==> src/hdl/sdspi_pkg.sv <==
// shared types and constants for the sd card spi host sequencer
`default_nettype none
package sdspi_pkg;

    localparam int unsigned BLOCK_BYTES = 512;
    localparam int unsigned BC_W = 10;

    typedef enum logic [3:0] {
        PH_IDLE, PH_POWERUP, PH_CMD_PRE, PH_CMD_SEND, PH_CMD_RESP, PH_TAIL,
        PH_RD_TOKEN, PH_RD_DATA, PH_RD_CRC, PH_WR_GAP, PH_WR_TOKEN, PH_WR_DATA,
        PH_WR_CRC, PH_WR_RESP, PH_WR_BUSY, PH_RELEASE
    } t_phase;

    localparam logic [1:0] MODE_INIT  = 2'd0;
    localparam logic [1:0] MODE_READ  = 2'd1;
    localparam logic [1:0] MODE_WRITE = 2'd2;
    localparam logic [1:0] MODE_XCHG  = 2'd3;

    localparam logic [1:0] OP_INIT  = 2'd0;
    localparam logic [1:0] OP_READ  = 2'd1;
    localparam logic [1:0] OP_WRITE = 2'd2;

    localparam logic [2:0] ST_OK        = 3'd0;
    localparam logic [2:0] ST_CMD_REJ   = 3'd1;
    localparam logic [2:0] ST_TOKEN_TO  = 3'd2;
    localparam logic [2:0] ST_DATA_REJ  = 3'd3;
    localparam logic [2:0] ST_BUSY_TO   = 3'd4;
    localparam logic [2:0] ST_IDLE_FAIL = 3'd5;
    localparam logic [2:0] ST_UNKNOWN   = 3'd6;
    localparam logic [2:0] ST_SETUP     = 3'd7;

    localparam logic [2:0] CT_NONE = 3'd0;
    localparam logic [2:0] CT_SDV1 = 3'd1;
    localparam logic [2:0] CT_SDV2 = 3'd2;
    localparam logic [2:0] CT_SDHC = 3'd3;
    localparam logic [2:0] CT_MMC  = 3'd4;

    localparam logic [2:0] REG_RESP_WAIT  = 3'd0;
    localparam logic [2:0] REG_TOKEN_WAIT = 3'd1;
    localparam logic [2:0] REG_BUSY_WAIT  = 3'd2;
    localparam logic [2:0] REG_POWERUP    = 3'd3;
    localparam logic [2:0] REG_IDLE_RETRY = 3'd4;
    localparam logic [2:0] REG_ACMD_RETRY = 3'd5;
    localparam logic [2:0] REG_LEG_RETRY  = 3'd6;

    localparam logic [5:0] CMD0 = 6'd0;
    localparam logic [5:0] CMD1 = 6'd1;
    localparam logic [5:0] CMD8 = 6'd8;
    localparam logic [5:0] CMD16 = 6'd16;
    localparam logic [5:0] CMD17 = 6'd17;
    localparam logic [5:0] CMD24 = 6'd24;
    localparam logic [5:0] CMD41 = 6'd41;
    localparam logic [5:0] CMD55 = 6'd55;
    localparam logic [5:0] CMD58 = 6'd58;
    localparam logic [5:0] CMD59 = 6'd59;

    typedef struct packed {
        logic [7:0]  resp_wait;
        logic [15:0] token_wait;
        logic [19:0] busy_wait;
        logic [7:0]  powerup;
        logic [7:0]  idle_retry;
        logic [11:0] acmd_retry;
        logic [11:0] leg_retry;
    } t_cfg;

    typedef struct packed {
        logic [7:0] tx_byte;
        logic       tx_valid;
        logic       chip_select;
        logic [7:0] data_out;
        logic       data_valid;
        logic       data_taken;
        logic       done_res;
        logic [2:0] status;
        logic [2:0] card_type;
    } t_result;

endpackage
`default_nettype wire

==> src/hdl/sdspi_cfg_regs.sv <==
// configuration register bank
`default_nettype none
module sdspi_cfg_regs (
    input  wire logic           i_clk,
    input  wire logic           i_rst_n,
    input  wire logic           i_cfg_we,
    input  wire logic [2:0]     i_cfg_index,
    input  wire logic [19:0]    i_cfg_data,
    output sdspi_pkg::t_cfg     o_cfg
);
    import sdspi_pkg::*;

    t_cfg r_cfg;

    always_ff @(posedge i_clk) begin
        if (!i_rst_n) begin
            r_cfg.resp_wait  <= 8'd200;
            r_cfg.token_wait <= 16'd2000;
            r_cfg.busy_wait  <= 20'h40000;
            r_cfg.powerup    <= 8'd100;
            r_cfg.idle_retry <= 8'd20;
            r_cfg.acmd_retry <= 12'd255;
            r_cfg.leg_retry  <= 12'd4095;
        end else if (i_cfg_we) begin
            unique case (i_cfg_index)
                REG_RESP_WAIT:  r_cfg.resp_wait  <= i_cfg_data[7:0];
                REG_TOKEN_WAIT: r_cfg.token_wait <= i_cfg_data[15:0];
                REG_BUSY_WAIT:  r_cfg.busy_wait  <= i_cfg_data;
                REG_POWERUP:    r_cfg.powerup    <= i_cfg_data[7:0];
                REG_IDLE_RETRY: r_cfg.idle_retry <= i_cfg_data[7:0];
                REG_ACMD_RETRY: r_cfg.acmd_retry <= i_cfg_data[11:0];
                REG_LEG_RETRY:  r_cfg.leg_retry  <= i_cfg_data[11:0];
                default: ;
            endcase
        end
    end

    assign o_cfg = r_cfg;
endmodule
`default_nettype wire

==> src/hdl/sdspi_core.sv <==
// sequencer state and per-byte next-state and result logic
`default_nettype none
module sdspi_core (
    input  wire logic           i_clk,
    input  wire logic           i_rst_n,
    input  wire logic           i_step,
    input  wire sdspi_pkg::t_cfg i_cfg,
    input  wire logic [1:0]     i_mode,
    input  wire logic [31:0]    i_sector,
    input  wire logic [7:0]     i_rx_byte,
    input  wire logic [7:0]     i_wr_data,
    output sdspi_pkg::t_result  o_res
);
    import sdspi_pkg::*;

    t_phase      r_phase, n_phase;
    logic [2:0]  r_dtype, n_dtype;
    logic [BC_W-1:0] r_bc, n_bc;
    logic [19:0] r_poll, n_poll;
    logic [11:0] r_retry, n_retry;
    logic [5:0]  r_cidx, n_cidx;
    logic [31:0] r_carg, n_carg;
    logic [1:0]  r_op, n_op;
    logic [2:0]  r_found, n_found;
    logic [1:0]  r_prelo, n_prelo;
    logic [1:0]  r_prehi, n_prehi;
    logic [31:0] r_tail, n_tail;
    logic [2:0]  r_fin, n_fin;
    logic        r_v2, n_v2;

    logic [7:0]  s_dout;
    logic        s_dval, s_done;
    logic [2:0]  s_st;
    logic [12:0] s_retry_inc;
    logic [BC_W:0] s_bc_inc;
    logic [20:0] s_poll_inc;
    logic [7:0]  s_r;
    logic        s_resp;

    assign s_retry_inc = {1'b0, r_retry} + 13'd1;
    assign s_bc_inc    = {1'b0, r_bc} + (BC_W+1)'(1);
    assign s_poll_inc  = {1'b0, r_poll} + 21'd1;

    always_comb begin
        n_phase = r_phase; n_dtype = r_dtype; n_bc = r_bc; n_poll = r_poll;
        n_retry = r_retry; n_cidx = r_cidx; n_carg = r_carg; n_op = r_op;
        n_found = r_found; n_prelo = r_prelo; n_prehi = r_prehi; n_tail = r_tail;
        n_fin = r_fin; n_v2 = r_v2;
        s_dout = 8'd0; s_dval = 1'b0; s_done = 1'b0; s_st = ST_OK;
        s_resp = 1'b0; s_r = i_rx_byte;

        // command start helper is inlined: it sets cidx/carg/pre and enters PH_CMD_PRE
        unique case (i_mode)
            MODE_INIT: begin
                n_op = OP_INIT; n_dtype = CT_NONE; n_found = CT_NONE; n_retry = '0;
                n_bc = '0; n_v2 = 1'b0; n_phase = PH_POWERUP;
                if (i_cfg.powerup == 8'd0) begin
                    n_cidx = CMD0; n_carg = '0; n_prelo = 2'd1; n_prehi = 2'd0;
                    n_poll = '0; n_phase = PH_CMD_PRE;
                end
            end
            MODE_READ, MODE_WRITE: begin
                n_op = (i_mode == MODE_READ) ? OP_READ : OP_WRITE;
                n_cidx = (i_mode == MODE_READ) ? CMD17 : CMD24;
                n_carg = (r_dtype == CT_SDHC) ? i_sector : {i_sector[22:0], 9'd0};
                n_prelo = 2'd1; n_prehi = 2'd0; n_bc = '0; n_poll = '0;
                n_phase = PH_CMD_PRE;
            end
            default: begin
                unique case (r_phase)
                    PH_POWERUP: begin
                        n_bc = s_bc_inc[BC_W-1:0];
                        if (s_bc_inc >= {3'd0, i_cfg.powerup}) begin
                            n_retry = '0; n_cidx = CMD0; n_carg = '0; n_prelo = 2'd1;
                            n_prehi = 2'd0; n_bc = '0; n_poll = '0; n_phase = PH_CMD_PRE;
                        end
                    end
                    PH_CMD_PRE: begin
                        n_bc = s_bc_inc[BC_W-1:0];
                        if (s_bc_inc >= ({9'd0, r_prelo} + {9'd0, r_prehi})) begin
                            n_phase = PH_CMD_SEND; n_bc = '0;
                        end
                    end
                    PH_CMD_SEND: begin
                        n_bc = s_bc_inc[BC_W-1:0];
                        if (s_bc_inc >= 11'd6) begin
                            n_phase = PH_CMD_RESP; n_poll = '0;
                        end
                    end
                    PH_CMD_RESP: begin
                        if (i_rx_byte != 8'hFF) s_resp = 1'b1;
                        else begin
                            n_poll = s_poll_inc[19:0];
                            if (s_poll_inc >= {13'd0, i_cfg.resp_wait}) s_resp = 1'b1;
                        end
                    end
                    PH_TAIL: begin
                        n_tail = {r_tail[23:0], i_rx_byte};
                        n_bc = s_bc_inc[BC_W-1:0];
                        if (s_bc_inc >= 11'd4) begin
                            if (r_cidx == CMD8) begin
                                // echo is the last two bytes: voltage nibble then pattern
                                if (r_tail[7:0] == 8'h01 && i_rx_byte == 8'hAA) begin
                                    n_v2 = 1'b1; n_retry = '0; n_cidx = CMD55; n_carg = '0;
                                    n_prelo = 2'd2; n_prehi = 2'd0; n_bc = '0; n_poll = '0;
                                    n_phase = PH_CMD_PRE;
                                end else begin
                                    n_fin = ST_UNKNOWN; n_phase = PH_RELEASE;
                                end
                            end else begin
                                n_found = r_tail[22] ? CT_SDHC : CT_SDV2;
                                n_fin = ST_OK; n_phase = PH_RELEASE;
                            end
                        end
                    end
                    PH_RD_TOKEN: begin
                        if (i_rx_byte == 8'hFE) begin
                            n_phase = PH_RD_DATA; n_bc = '0;
                        end else begin
                            n_poll = s_poll_inc[19:0];
                            if (s_poll_inc >= {5'd0, i_cfg.token_wait}) begin
                                n_fin = ST_TOKEN_TO; n_phase = PH_RELEASE;
                            end
                        end
                    end
                    PH_RD_DATA: begin
                        s_dout = i_rx_byte; s_dval = 1'b1;
                        n_bc = s_bc_inc[BC_W-1:0];
                        if (s_bc_inc >= (BC_W+1)'(BLOCK_BYTES)) begin
                            n_phase = PH_RD_CRC; n_bc = '0;
                        end
                    end
                    PH_RD_CRC: begin
                        n_bc = s_bc_inc[BC_W-1:0];
                        if (s_bc_inc >= 11'd2) begin
                            n_fin = ST_OK; n_phase = PH_RELEASE;
                        end
                    end
                    PH_WR_GAP: begin
                        n_bc = s_bc_inc[BC_W-1:0];
                        if (s_bc_inc >= 11'd3) n_phase = PH_WR_TOKEN;
                    end
                    PH_WR_TOKEN: begin
                        n_phase = PH_WR_DATA; n_bc = '0;
                    end
                    PH_WR_DATA: begin
                        n_bc = s_bc_inc[BC_W-1:0];
                        if (s_bc_inc >= (BC_W+1)'(BLOCK_BYTES)) begin
                            n_phase = PH_WR_CRC; n_bc = '0;
                        end
                    end
                    PH_WR_CRC: begin
                        n_bc = s_bc_inc[BC_W-1:0];
                        if (s_bc_inc >= 11'd2) n_phase = PH_WR_RESP;
                    end
                    PH_WR_RESP: begin
                        if (i_rx_byte[4:0] != 5'h05) begin
                            n_fin = ST_DATA_REJ; n_phase = PH_RELEASE;
                        end else begin
                            n_phase = PH_WR_BUSY; n_poll = '0;
                        end
                    end
                    PH_WR_BUSY: begin
                        if (i_rx_byte != 8'd0) begin
                            n_fin = ST_OK; n_phase = PH_RELEASE;
                        end else if (r_poll >= i_cfg.busy_wait) begin
                            n_fin = ST_BUSY_TO; n_phase = PH_RELEASE;
                        end else n_poll = s_poll_inc[19:0];
                    end
                    PH_RELEASE: begin
                        s_done = 1'b1; s_st = r_fin;
                        if (r_op == OP_INIT && r_fin == ST_OK) n_dtype = r_found;
                        n_phase = PH_IDLE;
                    end
                    default: ;
                endcase

                if (s_resp) begin
                    // poll timeout reports 0xff, which equals rx here anyway
                    s_r = i_rx_byte;
                    // default next command setup; arms override
                    n_carg = '0; n_prelo = 2'd1; n_prehi = 2'd0; n_bc = '0; n_poll = '0;
                    n_phase = PH_CMD_PRE;
                    priority case (r_cidx)
                        CMD0: begin
                            if (s_r == 8'h01) begin
                                n_retry = '0; n_cidx = CMD8; n_carg = 32'h0000_01AA;
                                n_prelo = 2'd0; n_prehi = 2'd3;
                            end else if (r_retry < {4'd0, i_cfg.idle_retry}) begin
                                n_retry = s_retry_inc[11:0]; n_cidx = CMD0;
                            end else begin
                                n_fin = ST_IDLE_FAIL; n_phase = PH_RELEASE;
                            end
                        end
                        CMD8: begin
                            if (s_r == 8'h01) begin
                                n_phase = PH_TAIL; n_tail = '0;
                                n_carg = r_carg;
                            end else if (s_r == 8'h05) begin
                                n_v2 = 1'b0; n_retry = '0; n_cidx = CMD55; n_prelo = 2'd2;
                            end else if (r_retry < {4'd0, i_cfg.idle_retry}) begin
                                n_retry = s_retry_inc[11:0]; n_cidx = CMD8;
                                n_carg = 32'h0000_01AA; n_prelo = 2'd0; n_prehi = 2'd3;
                            end else begin
                                n_fin = ST_UNKNOWN; n_phase = PH_RELEASE;
                            end
                        end
                        CMD55: begin
                            if (r_v2) begin
                                n_cidx = CMD41; n_carg = 32'h4000_0000;
                            end else if (s_r != 8'h01) begin
                                n_fin = ST_SETUP; n_phase = PH_RELEASE;
                            end else n_cidx = CMD41;
                        end
                        CMD41: begin
                            if (r_v2) begin
                                if (s_r == 8'h00) begin
                                    n_retry = '0; n_cidx = CMD58; n_prelo = 2'd0;
                                    n_prehi = 2'd3;
                                end else if (r_retry < i_cfg.acmd_retry) begin
                                    n_retry = s_retry_inc[11:0]; n_cidx = CMD55;
                                end else begin
                                    n_fin = ST_IDLE_FAIL; n_phase = PH_RELEASE;
                                end
                            end else if (s_r == 8'h00) begin
                                n_found = CT_SDV1; n_cidx = CMD59;
                            end else begin
                                n_retry = s_retry_inc[11:0];
                                if (s_retry_inc >= {1'b0, i_cfg.leg_retry}) begin
                                    n_retry = '0; n_cidx = CMD1;
                                end else n_cidx = CMD55;
                            end
                        end
                        CMD1: begin
                            if (s_r == 8'h00) begin
                                n_found = CT_MMC; n_cidx = CMD59;
                            end else begin
                                n_retry = s_retry_inc[11:0];
                                if (s_retry_inc >= {1'b0, i_cfg.leg_retry}) begin
                                    n_fin = ST_IDLE_FAIL; n_phase = PH_RELEASE;
                                end else n_cidx = CMD1;
                            end
                        end
                        CMD59: begin
                            if (s_r == 8'h00) begin
                                n_cidx = CMD16; n_carg = 32'(BLOCK_BYTES);
                            end else begin
                                n_fin = ST_SETUP; n_phase = PH_RELEASE;
                            end
                        end
                        CMD16: begin
                            n_fin = (s_r == 8'h00) ? ST_OK : ST_SETUP;
                            n_phase = PH_RELEASE;
                        end
                        CMD58: begin
                            if (s_r == 8'h00) begin
                                n_phase = PH_TAIL; n_tail = '0; n_carg = r_carg;
                            end else if (r_retry < {4'd0, i_cfg.idle_retry}) begin
                                n_retry = s_retry_inc[11:0]; n_cidx = CMD58;
                                n_prelo = 2'd0; n_prehi = 2'd3;
                            end else begin
                                n_fin = ST_SETUP; n_phase = PH_RELEASE;
                            end
                        end
                        CMD17: begin
                            n_carg = r_carg;
                            if (s_r == 8'h00) begin
                                n_phase = PH_RD_TOKEN;
                            end else begin
                                n_fin = ST_CMD_REJ; n_phase = PH_RELEASE;
                            end
                        end
                        CMD24: begin
                            n_carg = r_carg;
                            if (s_r == 8'h00) begin
                                n_phase = PH_WR_GAP;
                            end else begin
                                n_fin = ST_CMD_REJ; n_phase = PH_RELEASE;
                            end
                        end
                        default: begin
                            n_fin = ST_SETUP; n_phase = PH_RELEASE;
                        end
                    endcase
                    // keep untouched state where the model does not reset it
                    if (n_phase == PH_RELEASE) begin
                        n_carg = r_carg; n_prelo = r_prelo; n_prehi = r_prehi;
                        n_bc = r_bc; n_poll = s_poll_inc[19:0];
                        if (i_rx_byte != 8'hFF) n_poll = r_poll;
                    end
                    if (n_phase == PH_TAIL) begin
                        n_prelo = r_prelo; n_prehi = r_prehi;
                        n_poll = (i_rx_byte != 8'hFF) ? r_poll : s_poll_inc[19:0];
                    end
                    if (n_phase == PH_RD_TOKEN) begin
                        n_prelo = r_prelo; n_prehi = r_prehi; n_bc = r_bc;
                    end
                    if (n_phase == PH_WR_GAP) begin
                        n_prelo = r_prelo; n_prehi = r_prehi;
                        n_poll = (i_rx_byte != 8'hFF) ? r_poll : s_poll_inc[19:0];
                    end
                end
            end
        endcase
    end

    // result for the next exchange
    always_comb begin
        o_res.tx_byte = 8'hFF; o_res.tx_valid = 1'b1; o_res.chip_select = 1'b1;
        o_res.data_out = s_dout; o_res.data_valid = s_dval; o_res.data_taken = 1'b0;
        o_res.done_res = s_done; o_res.status = s_st; o_res.card_type = n_dtype;
        unique case (n_phase)
            PH_IDLE: begin
                o_res.tx_valid = 1'b0; o_res.chip_select = 1'b0;
            end
            PH_POWERUP, PH_RELEASE: o_res.chip_select = 1'b0;
            PH_CMD_PRE: o_res.chip_select = (n_bc >= {8'd0, n_prelo});
            PH_CMD_SEND: begin
                unique case (n_bc)
                    10'd0: o_res.tx_byte = {2'b01, n_cidx};
                    10'd1: o_res.tx_byte = n_carg[31:24];
                    10'd2: o_res.tx_byte = n_carg[23:16];
                    10'd3: o_res.tx_byte = n_carg[15:8];
                    10'd4: o_res.tx_byte = n_carg[7:0];
                    default: o_res.tx_byte = (n_cidx == CMD0) ? 8'h95 :
                                             (n_cidx == CMD8) ? 8'h87 : 8'h01;
                endcase
            end
            PH_WR_TOKEN: o_res.tx_byte = 8'hFE;
            PH_WR_DATA: begin
                o_res.tx_byte = i_wr_data; o_res.data_taken = 1'b1;
            end
            default: ;
        endcase
    end

    always_ff @(posedge i_clk) begin
        if (!i_rst_n) begin
            r_phase <= PH_IDLE; r_dtype <= CT_NONE; r_bc <= '0; r_poll <= '0;
            r_retry <= '0; r_cidx <= '0; r_carg <= '0; r_op <= OP_INIT;
            r_found <= CT_NONE; r_prelo <= '0; r_prehi <= '0; r_tail <= '0;
            r_fin <= ST_OK; r_v2 <= 1'b0;
        end else if (i_step) begin
            r_phase <= n_phase; r_dtype <= n_dtype; r_bc <= n_bc; r_poll <= n_poll;
            r_retry <= n_retry; r_cidx <= n_cidx; r_carg <= n_carg; r_op <= n_op;
            r_found <= n_found; r_prelo <= n_prelo; r_prehi <= n_prehi;
            r_tail <= n_tail; r_fin <= n_fin; r_v2 <= n_v2;
        end
    end
endmodule
`default_nettype wire

==> src/hdl/sd_spi_host_sequencer.sv <==
// top level: input register, sequencer core, result register
// a request is registered in the input register, then its result in the result register
// throughput: one request per cycle unless output stalls; core advances once per request
// a full result register stalls the input only when the result is not taken
// reset (synchronous, active low) clears the sequencer to idle, no card, and
// loads the default limits; no clearing pass
`default_nettype none
module sd_spi_host_sequencer (
    input  wire logic        i_clk,
    input  wire logic        i_rst_n,
    input  wire logic        i_cfg_we,
    input  wire logic [2:0]  i_cfg_index,
    input  wire logic [19:0] i_cfg_data,
    input  wire logic        i_valid,
    output      logic        o_ready,
    input  wire logic [1:0]  i_mode,
    input  wire logic [31:0] i_sector,
    input  wire logic [7:0]  i_rx_byte,
    input  wire logic [7:0]  i_wr_data,
    output      logic        o_valid,
    input  wire logic        i_ready,
    output      logic [7:0]  o_tx_byte,
    output      logic        o_tx_valid,
    output      logic        o_chip_select,
    output      logic [7:0]  o_data_out,
    output      logic        o_data_valid,
    output      logic        o_data_taken,
    output      logic        o_done_res,
    output      logic [2:0]  o_status,
    output      logic [2:0]  o_card_type
);
    import sdspi_pkg::*;

    t_cfg        s_cfg;
    t_result     s_res;
    logic        r_in_v;
    logic [1:0]  r_mode;
    logic [31:0] r_sector;
    logic [7:0]  r_rx, r_wr;
    logic        r_out_v;
    t_result     r_out;
    logic        s_step;

    sdspi_cfg_regs u_cfg (
        .i_clk, .i_rst_n, .i_cfg_we, .i_cfg_index, .i_cfg_data, .o_cfg(s_cfg)
    );

    // core fires when the result register is free or being drained
    assign s_step  = r_in_v && (!r_out_v || i_ready);
    assign o_ready = !r_in_v || s_step;

    sdspi_core u_core (
        .i_clk, .i_rst_n, .i_step(s_step), .i_cfg(s_cfg), .i_mode(r_mode),
        .i_sector(r_sector), .i_rx_byte(r_rx), .i_wr_data(r_wr), .o_res(s_res)
    );

    always_ff @(posedge i_clk) begin
        if (!i_rst_n) begin
            r_in_v <= 1'b0; r_out_v <= 1'b0;
        end else begin
            if (o_ready) r_in_v <= i_valid;
            if (s_step) r_out_v <= 1'b1;
            else if (i_ready) r_out_v <= 1'b0;
        end
    end

    always_ff @(posedge i_clk) begin
        if (o_ready && i_valid) begin
            r_mode <= i_mode; r_sector <= i_sector; r_rx <= i_rx_byte; r_wr <= i_wr_data;
        end
        if (s_step) r_out <= s_res;
    end

    assign o_valid       = r_out_v;
    assign o_tx_byte     = r_out.tx_byte;
    assign o_tx_valid    = r_out.tx_valid;
    assign o_chip_select = r_out.chip_select;
    assign o_data_out    = r_out.data_out;
    assign o_data_valid  = r_out.data_valid;
    assign o_data_taken  = r_out.data_taken;
    assign o_done_res    = r_out.done_res;
    assign o_status      = r_out.status;
    assign o_card_type   = r_out.card_type;
endmodule
`default_nettype wire
==> config.mk <==
export PLATFORM = sky130hd
export DESIGN_NAME = sd_spi_host_sequencer
export DESIGN_NICKNAME = d
export VERILOG_FILES = /design/src/hdl/sdspi_pkg.sv /design/src/hdl/sdspi_cfg_regs.sv /design/src/hdl/sdspi_core.sv /design/src/hdl/sd_spi_host_sequencer.sv
export SDC_FILE = /design/constraint.sdc
export NUM_CORES = 1
export LEC_CHECK = 0
export ABC_AREA = 1
export BUFFER_PORTS_ARGS = -buffer_cell sky130_fd_sc_hd__clkbuf_2
export CORE_MARGIN = 2
export CORE_UTILIZATION = 53
export CTS_CLUSTER_SIZE = 14
export DETAILED_ROUTE_END_ITERATION = 8
export PLACE_DENSITY = 0.69
export REMOVE_ABC_BUFFERS = 1
export SLEW_MARGIN = 10
export SYNTH_ARGS = -nofsm -noshare
export SYNTH_HDL_FRONTEND = slang
export SYNTH_SLANG_ARGS = --single-unit
==> constraint.sdc <==
create_clock -name i_clk -period 4.5 [get_ports i_clk]
set_input_delay 0.225 -clock i_clk [delete_from_list [all_inputs] [get_ports i_clk]]
set_output_delay 0.225 -clock i_clk [all_outputs]
set_load 0.005 [all_outputs]
==> results of run 1 <==
-- cells in the final DEF, fill, tap and decap left out, drive strengths merged, types with 6 or more instances in the layout --
cell type / n
a211oi: 29
a21oi: 222
a22oi: 16
a31oi: 7
a32oi: 6
buf: 69
clkbuf: 150
clkinv: 14
dfxtp: 195
dlygate4sd3: 62
edfxtp: 77
ha: 97
inv: 391
nand2: 644
nand3: 166
nand3b: 6
nand4: 58
nor2: 343
nor3: 38
nor4: 8
o2111ai: 7
o211ai: 72
o21ai: 245
o221ai: 11
o22ai: 17
xor2: 14
-- sequential cells by signal, summed over array words and instances, names as in the netlist, 3 cells and up --
signal          count
u_core.r_carg      32
u_core.r_poll      20
r_sector           32
u_core.r_bc        10
u_core.r_retry     12
u_core.r_dtype      3
o_card_type         3
u_core.r_fin        3
o_status            3
u_core.r_cidx       6
r_wr                8
r_rx                8
o_data_out          8
u_core.r_found      3
o_tx_byte           8
u_cfg.o_cfg        84
u_core.r_tail      10
u_core.r_phase      4
-- cell type report --
type | count | area, sq um | area share (%)
timing repair buffer | 237 | 1740 | 7.88
sequential | 272 | 6230 | 28.3
clock buffer | 44 | 960 | 4.36
inverter | 393 | 1480 | 6.71
clock inverter | 17 | 166 | 0.756
tap | 461 | 577 | 2.62
multi-input combinational | 2040 | 10900 | 49.4
-- per-stage QoR --
step	instance area, sq um	instances	hold WS (ns)	TNS, ns
final	22000	3464	0.0440	0
after global routing	22000	3464	0.0358	-0.644
after CTS	21900	3457	0.0144	0
after detailed placement	20100	3332	0.404	-0.00318
after global placement	20100	3332	0.402	0
after floorplan	18500	2705	0.310	0
-- metal layers --
layer,share of wire [%],wire length [microns]
met1,44,29200
met2,44,29000
met3,8.3,5470
met4,3.4,2220
met5,0,0
-- cells by family after synthesis --
group           Yosys count  share of synthesized area, %
simple gates           1271                          29.6
compound gates          654                          20.1
buf+inv                 492                          10.2
flops                   272                          32.8
fa+ha+maj                98                          6.50
xor+xnor                 17                         0.825
-- timing repair --
item | in CTS | in global routing
endpoints found under the setup margin | 3 | 38
hold buffers | 62 | 0
pin swaps | 1 | 6
endpoints found under the hold margin | 69 | 0
setup buffers | 2 | 6
resized for setup | 2 | 30
gates cloned | 0 | 1
-- power by group through the flow --
stage	Clock, mW	Sequential, mW	Combinational (mW)
6_report	2.78	2.74	1.43
5_1_grt	2.91	2.75	1.57
3_5_place_dp	0	2.79	1.30
3_3_place_gp	0	2.78	1.28
4_1_cts	2.81	2.73	1.35
2_1_floorplan	0	2.76	0.847
-- worst paths after layout --
path | end | cells after the start
max | o_chip_select | 25
min | u_cfg.o_cfg[68] | 3
max reg2reg | o_chip_select | 25
min reg2reg | u_cfg.o_cfg[23] | 2
-- worst reg2reg max path, cell delays in order (launching register included) --
cell and delay, ns:
sky130_fd_sc_hd__dfxtp_2 0.38, sky130_fd_sc_hd__ha_1 0.18, sky130_fd_sc_hd__nand2_1 0.09, sky130_fd_sc_hd__nor2_2 0.12
sky130_fd_sc_hd__nand2_1 0.10, sky130_fd_sc_hd__nor2_1 0.14, sky130_fd_sc_hd__xor2_1 0.23, sky130_fd_sc_hd__ha_1 0.29
sky130_fd_sc_hd__a21oi_1 0.14, sky130_fd_sc_hd__nor2_1 0.07, sky130_fd_sc_hd__nor3b_2 0.26, sky130_fd_sc_hd__nand3_2 0.16
sky130_fd_sc_hd__nand2_1 0.11, sky130_fd_sc_hd__nand2_2 0.13, sky130_fd_sc_hd__nor2_8 0.18, sky130_fd_sc_hd__nor2_2 0.11
sky130_fd_sc_hd__nor2_2 0.20, sky130_fd_sc_hd__nand3_1 0.09, sky130_fd_sc_hd__o211ai_1 0.12, sky130_fd_sc_hd__a32o_2 0.22
sky130_fd_sc_hd__inv_1 0.07, sky130_fd_sc_hd__ha_1 0.29, sky130_fd_sc_hd__nand4_1 0.09, sky130_fd_sc_hd__nand3_1 0.09
sky130_fd_sc_hd__nand4_1 0.08, sky130_fd_sc_hd__nand3_1 0.07
==> flow_results.xml, run 1 <==
<?xml version="1.0" encoding="UTF-8"?>
<metrics>
  <group name="cts">
    <metric name="insertion_delay" unit="ns">0.57</metric>
    <metric name="clock_tree_from_tritoncts" unit="">done</metric>
    <metric name="ctsHtreeMaxLevel" unit="">2</metric>
    <metric name="clock_tree.buffer_depth" unit="">3</metric>
    <metric name="tritoncts.num_buffers" unit="">34</metric>
    <metric name="numClockSinks" unit="">272</metric>
    <metric name="clock_tree_root_driver_cell" unit="">sky130_fd_sc_hd__clkbuf_16</metric>
    <metric name="clkSlewWorstSetupHoldPaths" unit="ns">0.06</metric>
  </group>
  <group name="pwr">
    <metric name="switching_share" unit="%">31.6</metric>
    <metric name="pwr-share-seq" unit="%">39.4</metric>
    <metric name="post-layout-total-power" unit="mW">6.95</metric>
    <metric name="p_sw" unit="mW">2.19</metric>
    <metric name="cellInternalPower" unit="mW">4.76</metric>
    <metric name="p_leak" unit="nW">10.1</metric>
    <metric name="ir_drop" unit="uV">347</metric>
    <metric name="relative_contribution_of_combinational_cells_to_total_power" unit="%">20.6</metric>
    <metric name="share_clk_of_total_power" unit="%">40.0</metric>
    <metric name="power_density" unit="nW/um^2">316</metric>
  </group>
  <group name="yosys">
    <metric name="synth_enable_flop_cells" unit="">77</metric>
    <metric name="yosys.cell_count.top_type" unit="">sky130_fd_sc_hd__nand2_1</metric>
    <metric name="synthArstFlopShare" unit="%">0</metric>
    <metric name="syn-mean-instance-area" unit="sq um">6.76</metric>
    <metric name="synth_warnings" unit="">0</metric>
    <metric name="ys_top_cells_by_area" unit="">sky130_fd_sc_hd__dfxtp_1 21%, sky130_fd_sc_hd__edfxtp_1 12%, sky130_fd_sc_hd__nand2_1 12%</metric>
    <metric name="yosys_register_bits" unit="">272</metric>
    <metric name="synth_top_cell_by_area" unit="">sky130_fd_sc_hd__dfxtp_1</metric>
    <metric name="synth.cells.most_frequent" unit="">614 x sky130_fd_sc_hd__nand2_1, 368 x sky130_fd_sc_hd__inv_1, 308 x sky130_fd_sc_hd__nor2_1</metric>
    <metric name="synth-main-ff-cell" unit="">sky130_fd_sc_hd__dfxtp_1</metric>
    <metric name="synth_top_cell_area_share" unit="%">20.6</metric>
    <metric name="syn_area" unit="sq um">19000</metric>
    <metric name="syn_inst_count" unit="">2804</metric>
    <metric name="register_area_share_after_synthesis" unit="%">32.8</metric>
    <metric name="synth.distinct_cells" unit="">65</metric>
  </group>
  <group name="final_layout">
    <metric name="flow.area_growth_from_synthesis" unit="%">16.1</metric>
    <metric name="finish.net_count" unit="">3154</metric>
    <metric name="insertedDiodeCount" unit="">0</metric>
    <metric name="drive_above_1_share" unit="%">12.3</metric>
    <metric name="num-fill-cells" unit="">3306</metric>
    <metric name="final_util" unit="%">62.2</metric>
  </group>
  <group name="sta">
    <metric name="final.period_utilization" unit="%">95.0</metric>
    <metric name="post-route-worst-setup-slack" unit="ns">0.224</metric>
    <metric name="clock.fmax" unit="GHz">0.234</metric>
    <metric name="skew" unit="ns">0.0187</metric>
    <metric name="setup_viol" unit="">0</metric>
    <metric name="fin_crit" unit="ns">4.28</metric>
    <metric name="tightestPinTransition" unit="ns">1.03</metric>
    <metric name="timing_hold_violations_final" unit="">0</metric>
    <metric name="drv_slew" unit="">0</metric>
    <metric name="relSlewSlack" unit="%">31.6</metric>
  </group>
  <group name="global_routing">
    <metric name="groute.layer.met3.usage" unit="%">5.32</metric>
    <metric name="global_route.usage.met1" unit="%">48.9</metric>
    <metric name="number_of_global_route_vias_before_repair" unit="">18600</metric>
    <metric name="gr-usage-all-layers" unit="%">35.1</metric>
    <metric name="antenna_found_initial" unit="">1</metric>
    <metric name="groute.layer.met2.usage" unit="%">55.2</metric>
    <metric name="pin_count_of_the_biggest_net_entering_global_routing" unit="">99</metric>
    <metric name="grt_pass1_wl" unit="mm">102</metric>
    <metric name="globalRoute.busiestLayer" unit="">met2</metric>
    <metric name="global_route_overflow" unit="">0</metric>
  </group>
  <group name="floorplan">
    <metric name="num_rows" unit="">69</metric>
    <metric name="horizontal_extent_of_the_die" unit="microns">193</metric>
    <metric name="floorplan.initialDensity" unit="%">53.6</metric>
    <metric name="fp.dieH" unit="microns">193</metric>
    <metric name="placeableCoreArea" unit="sq um">35400</metric>
    <metric name="ios" unit="">107</metric>
    <metric name="dieArea" unit="sq um">37300</metric>
  </group>
  <group name="critical_path">
    <metric name="path_class" unit="">flip-flop to flip-flop</metric>
    <metric name="timing.critical_path.max_delay_family" unit="">simple AND/OR/NAND/NOR gates</metric>
    <metric name="data_required_critical_path" unit="ns">4.80</metric>
    <metric name="worstSetupEndpointType" unit="">flip-flop</metric>
    <metric name="critical_path.slowest_cell" unit="">sky130_fd_sc_hd__dfxtp_2</metric>
    <metric name="worst-endpoint-arrival" unit="ns">4.57</metric>
    <metric name="timing.critical_path.from_type" unit="">flip-flop</metric>
    <metric name="regToRegStartpoint" unit="">u_core.r_retry[1]</metric>
    <metric name="critical_path_peak_fanout" unit="">7</metric>
    <metric name="r2r_slack" unit="ns">0.22</metric>
    <metric name="timing.critical_path.slowest_cell_delay" unit="ns">0.38</metric>
    <metric name="number_of_buffer_and_inverter_stages_on_the_critical_path" unit="">1</metric>
    <metric name="critPathLaunch" unit="">u_core.r_retry[1]</metric>
  </group>
  <group name="worst_hold_path">
    <metric name="class_of_the_tightest_hold_or_removal_check" unit="">primary input to flip-flop</metric>
    <metric name="worst_hold_startpoint" unit="">i_cfg_data[8]</metric>
  </group>
  <group name="routing">
    <metric name="num_vias" unit="">20200</metric>
    <metric name="post_route_ant_nets" unit="">0</metric>
    <metric name="drt-pass1-iter-count" unit="">6</metric>
    <metric name="drt_drc_violations_left" unit="">0</metric>
    <metric name="routed_wl" unit="mm">65.9</metric>
    <metric name="avgViaCountPerCell" unit="">5.84</metric>
    <metric name="initialDrtViolationCount" unit="">2030</metric>
    <metric name="wire_per_inst" unit="microns">19.0</metric>
  </group>
  <group name="job">
    <metric name="cap_violations" unit="">0</metric>
  </group>
  <group name="placement">
    <metric name="place.port_buffers" unit="">106</metric>
    <metric name="hpwlAfterDp" unit="mm">48.7</metric>
    <metric name="dpl_worst_slack" unit="ns">-0.00318</metric>
    <metric name="gp_congestion" unit="">1.01</metric>
  </group>
  <group name="run_status">
    <metric name="status" unit="">complete, no violations</metric>
  </group>
</metrics>
Note: power is estimated with default switching activity, not from simulation.
==> run 2: changes to the inputs <==
--- a/config.mk
+++ b/config.mk
@@ -7,10 +7,12 @@
 export LEC_CHECK = 0
 export ABC_AREA = 1
 export BUFFER_PORTS_ARGS = -buffer_cell sky130_fd_sc_hd__clkbuf_2
+export CORE_ASPECT_RATIO = 1.25
 export CORE_MARGIN = 2
 export CORE_UTILIZATION = 53
 export CTS_CLUSTER_SIZE = 14
 export DETAILED_ROUTE_END_ITERATION = 8
+export HOLD_SLACK_MARGIN = 0.1
 export PLACE_DENSITY = 0.69
 export REMOVE_ABC_BUFFERS = 1
 export SLEW_MARGIN = 10
==> run 2 against run 1 <==
Net effect:
- core utilization is 0.77 points higher
- critical path type unchanged
- clock power shrank 5%
- design area up 1.1%
- cell count grew 1.3%
- wire length up 5.4%
- worst hold slack improved by 0.13 ns
- fmax up 0.64%
==> flow_results.xml, run 2 (synthesis gave the netlist of run 1 again) <==
<?xml version="1.0" encoding="UTF-8"?>
<metrics>
  <group name="cts">
    <metric name="clock_tree_from_tritoncts" unit="">done</metric>
    <metric name="tritoncts.num_buffers" unit="">30</metric>
    <metric name="ctsHtreeMaxLevel" unit="">1</metric>
    <metric name="clock_tree.buffer_depth" unit="">3</metric>
    <metric name="insertion_delay" unit="ns">0.59</metric>
    <metric name="clock_tree_root_driver_cell" unit="">sky130_fd_sc_hd__clkbuf_16</metric>
    <metric name="numClockSinks" unit="">272</metric>
    <metric name="clkSlewWorstSetupHoldPaths" unit="ns">0.06</metric>
  </group>
  <group name="final_layout">
    <metric name="multiInputGateArea" unit="sq um">10900</metric>
    <metric name="largest_register_ffs" unit="">84</metric>
    <metric name="final-seq-area" unit="sq um">6220</metric>
    <metric name="flow.area_growth_from_synthesis" unit="%">17.4</metric>
    <metric name="finish.net_count" unit="">3186</metric>
    <metric name="num-fill-cells" unit="">3201</metric>
    <metric name="layout.cell_area.non_filler" unit="sq um">22300</metric>
    <metric name="layout_commonest_cell" unit="">sky130_fd_sc_hd__nand2_1</metric>
    <metric name="most_frequent_cells_in_the_layout" unit="">613 x sky130_fd_sc_hd__nand2_1, 366 x sky130_fd_sc_hd__inv_1, 300 x sky130_fd_sc_hd__nor2_1, 237 x sky130_fd_sc_hd__o21ai_0, 219 x sky130_fd_sc_hd__a21oi_1</metric>
    <metric name="drive_above_1_share" unit="%">12.4</metric>
  </group>
  <group name="global_routing">
    <metric name="grt_pass1_wl" unit="mm">108</metric>
    <metric name="antenna_found_initial" unit="">2</metric>
    <metric name="number_of_global_route_vias_before_repair" unit="">20000</metric>
    <metric name="pin_count_of_the_biggest_net_entering_global_routing" unit="">79</metric>
    <metric name="gr-usage-all-layers" unit="%">36.2</metric>
    <metric name="global_route_overflow" unit="">0</metric>
  </group>
  <group name="critical_path">
    <metric name="worstSetupEndpointType" unit="">flip-flop</metric>
    <metric name="worst-endpoint-arrival" unit="ns">4.59</metric>
    <metric name="critical_path_peak_fanout" unit="">7</metric>
    <metric name="timing.critical_path.from_type" unit="">flip-flop</metric>
    <metric name="path_class" unit="">flip-flop to flip-flop</metric>
    <metric name="data_required_critical_path" unit="ns">4.84</metric>
  </group>
  <group name="sta">
    <metric name="drv_slew" unit="">0</metric>
    <metric name="final.period_utilization" unit="%">94.4</metric>
    <metric name="timing_hold_violations_final" unit="">0</metric>
    <metric name="tightestPinTransition" unit="ns">1.05</metric>
    <metric name="relSlewSlack" unit="%">30.3</metric>
    <metric name="skew" unit="ns">0.0145</metric>
    <metric name="clock.fmax" unit="GHz">0.235</metric>
    <metric name="post_route_hold_slack" unit="ns">0.172</metric>
    <metric name="fin_crit" unit="ns">4.25</metric>
    <metric name="setup_viol" unit="">0</metric>
  </group>
  <group name="placement">
    <metric name="hpwlAfterDp" unit="mm">51.5</metric>
    <metric name="detailed_place.area" unit="sq um">20300</metric>
    <metric name="gp_congestion" unit="">1.02</metric>
    <metric name="place.port_buffers" unit="">106</metric>
  </group>
  <group name="floorplan">
    <metric name="fp.dieH" unit="microns">215</metric>
    <metric name="floorplan.initialDensity" unit="%">53.6</metric>
    <metric name="placeableCoreArea" unit="sq um">35400</metric>
    <metric name="horizontal_extent_of_the_die" unit="microns">173</metric>
    <metric name="ios" unit="">107</metric>
    <metric name="num_rows" unit="">77</metric>
    <metric name="dieArea" unit="sq um">37300</metric>
  </group>
  <group name="job">
    <metric name="cap_violations" unit="">0</metric>
  </group>
  <group name="routing">
    <metric name="wire_per_inst" unit="microns">19.8</metric>
    <metric name="post_route_ant_nets" unit="">0</metric>
    <metric name="drt_drc_violations_left" unit="">0</metric>
    <metric name="initialDrtViolationCount" unit="">2052</metric>
    <metric name="routed_wl" unit="mm">69.5</metric>
    <metric name="avgViaCountPerCell" unit="">5.87</metric>
    <metric name="num_vias" unit="">20600</metric>
    <metric name="drt-pass1-iter-count" unit="">6</metric>
  </group>
  <group name="pwr">
    <metric name="p_leak" unit="nW">10.2</metric>
    <metric name="power_density" unit="nW/um^2">308</metric>
    <metric name="ir_drop" unit="uV">406</metric>
  </group>
  <group name="worst_hold_path">
    <metric name="class_of_the_tightest_hold_or_removal_check" unit="">primary input to flip-flop</metric>
  </group>
  <group name="run_status">
    <metric name="status" unit="">complete, no violations</metric>
  </group>
</metrics>
==> run 2: cell count changes in the layout (fill, tap and decap cells not counted), moves of 4 or more <==
cell / change
sky130_fd_sc_hd__dlygate4sd3_1: +18
sky130_fd_sc_hd__dfxtp_2: -4
sky130_fd_sc_hd__dfxtp_1: +6
sky130_fd_sc_hd__buf_4: +21
==> run 2: metrics by stage <==
| stage | std cells | TNS (ns) | worst slack [ns] | power [mW] | utilization (%) |
|---|---|---|---|---|---|
| 3_3_place_gp | 3366 | 0 | 0.256 | 4.10 | 57.4 |
| 5_1_grt | 3509 | -0.0131 | -0.00785 | 7.10 | 63.0 |
| 2_1_floorplan | 2705 | 0 | 0.203 | 3.60 | - |
| 4_1_cts | 3502 | 0 | 0.0832 | 6.80 | 62.6 |
| 6_report | 3509 | 0 | 0.251 | 6.85 | 63.0 |
| 3_5_place_dp | 3366 | 0 | 0.137 | 4.13 | 57.4 |
==> run 2: cell type report <==
class	count	share of cell area, %
antenna	1	0.0112
tap	474	2.66
clock buffer	42	4.00
inverter	393	6.65
sequential	272	27.9
clock inverter	14	0.725
timing repair buffer	273	9.15
multi-input combinational	2040	48.9
==> run 2: what timing repair did <==
| action | 4_1_cts | 5_1_grt |
|---|---|---|
| gates resized for setup | 0 | 24 |
| setup buffers | 0 | 6 |
| hold buffers | 80 | 0 |
| hold endpoints to repair | 122 | 0 |
| setup endpoints to repair | 0 | 14 |
==> run 2: final timing paths <==
kind                        start               to  cells past startpoint  slack (ns)
setup / recovery   u_core.r_bc[3]     o_tx_byte[3]                     26        0.25
hold / removal           i_cfg_we  u_cfg.o_cfg[26]                      4        0.17
setup reg to reg   u_core.r_bc[3]     o_tx_byte[3]                     26        0.25
hold reg to reg   u_cfg.o_cfg[23]  u_cfg.o_cfg[23]                      2        0.46
==> run 2: report_power, final <==
group	switching (mW)	internal, mW	total (mW)
Clock	1.09	1.55	2.64
Combinational	0.982	0.495	1.48
Sequential	0.0930	2.64	2.74
Total	2.16	4.69	6.85
==> run 2: layer usage <==
layer  vias up  track usage (%)  routed length, microns
li1       9822                -                       -
met3       266             4.39                    4260
met4         2             22.6                    4690
met1      9534             40.5                   26300
met5         -                0                      13
met2       984             65.4                   34200
==> run 2: critical path, cell delays in order (launching register included) <==
cell and delay (ns):
sky130_fd_sc_hd__dfxtp_1 0.55, sky130_fd_sc_hd__nand2_2 0.14, sky130_fd_sc_hd__nor2_2 0.20, sky130_fd_sc_hd__nand2_1 0.07
sky130_fd_sc_hd__nand2_1 0.16, sky130_fd_sc_hd__inv_1 0.15, sky130_fd_sc_hd__ha_1 0.30, sky130_fd_sc_hd__nand2_1 0.07
sky130_fd_sc_hd__nor2_1 0.12, sky130_fd_sc_hd__nand2_1 0.07, sky130_fd_sc_hd__nand2_1 0.07, sky130_fd_sc_hd__nand2_1 0.07
sky130_fd_sc_hd__nand3_1 0.18, sky130_fd_sc_hd__nand2_1 0.20, sky130_fd_sc_hd__nand2_1 0.20, sky130_fd_sc_hd__nand3_1 0.09
sky130_fd_sc_hd__nand2_1 0.11, sky130_fd_sc_hd__a21boi_0 0.38, sky130_fd_sc_hd__nand3_1 0.12, sky130_fd_sc_hd__nand2_1 0.09
sky130_fd_sc_hd__nand2_1 0.18, sky130_fd_sc_hd__inv_1 0.13, sky130_fd_sc_hd__nor2_1 0.05, sky130_fd_sc_hd__nor2_1 0.09
sky130_fd_sc_hd__nand2_1 0.08, sky130_fd_sc_hd__nand2_1 0.06, sky130_fd_sc_hd__nand2_1 0.05
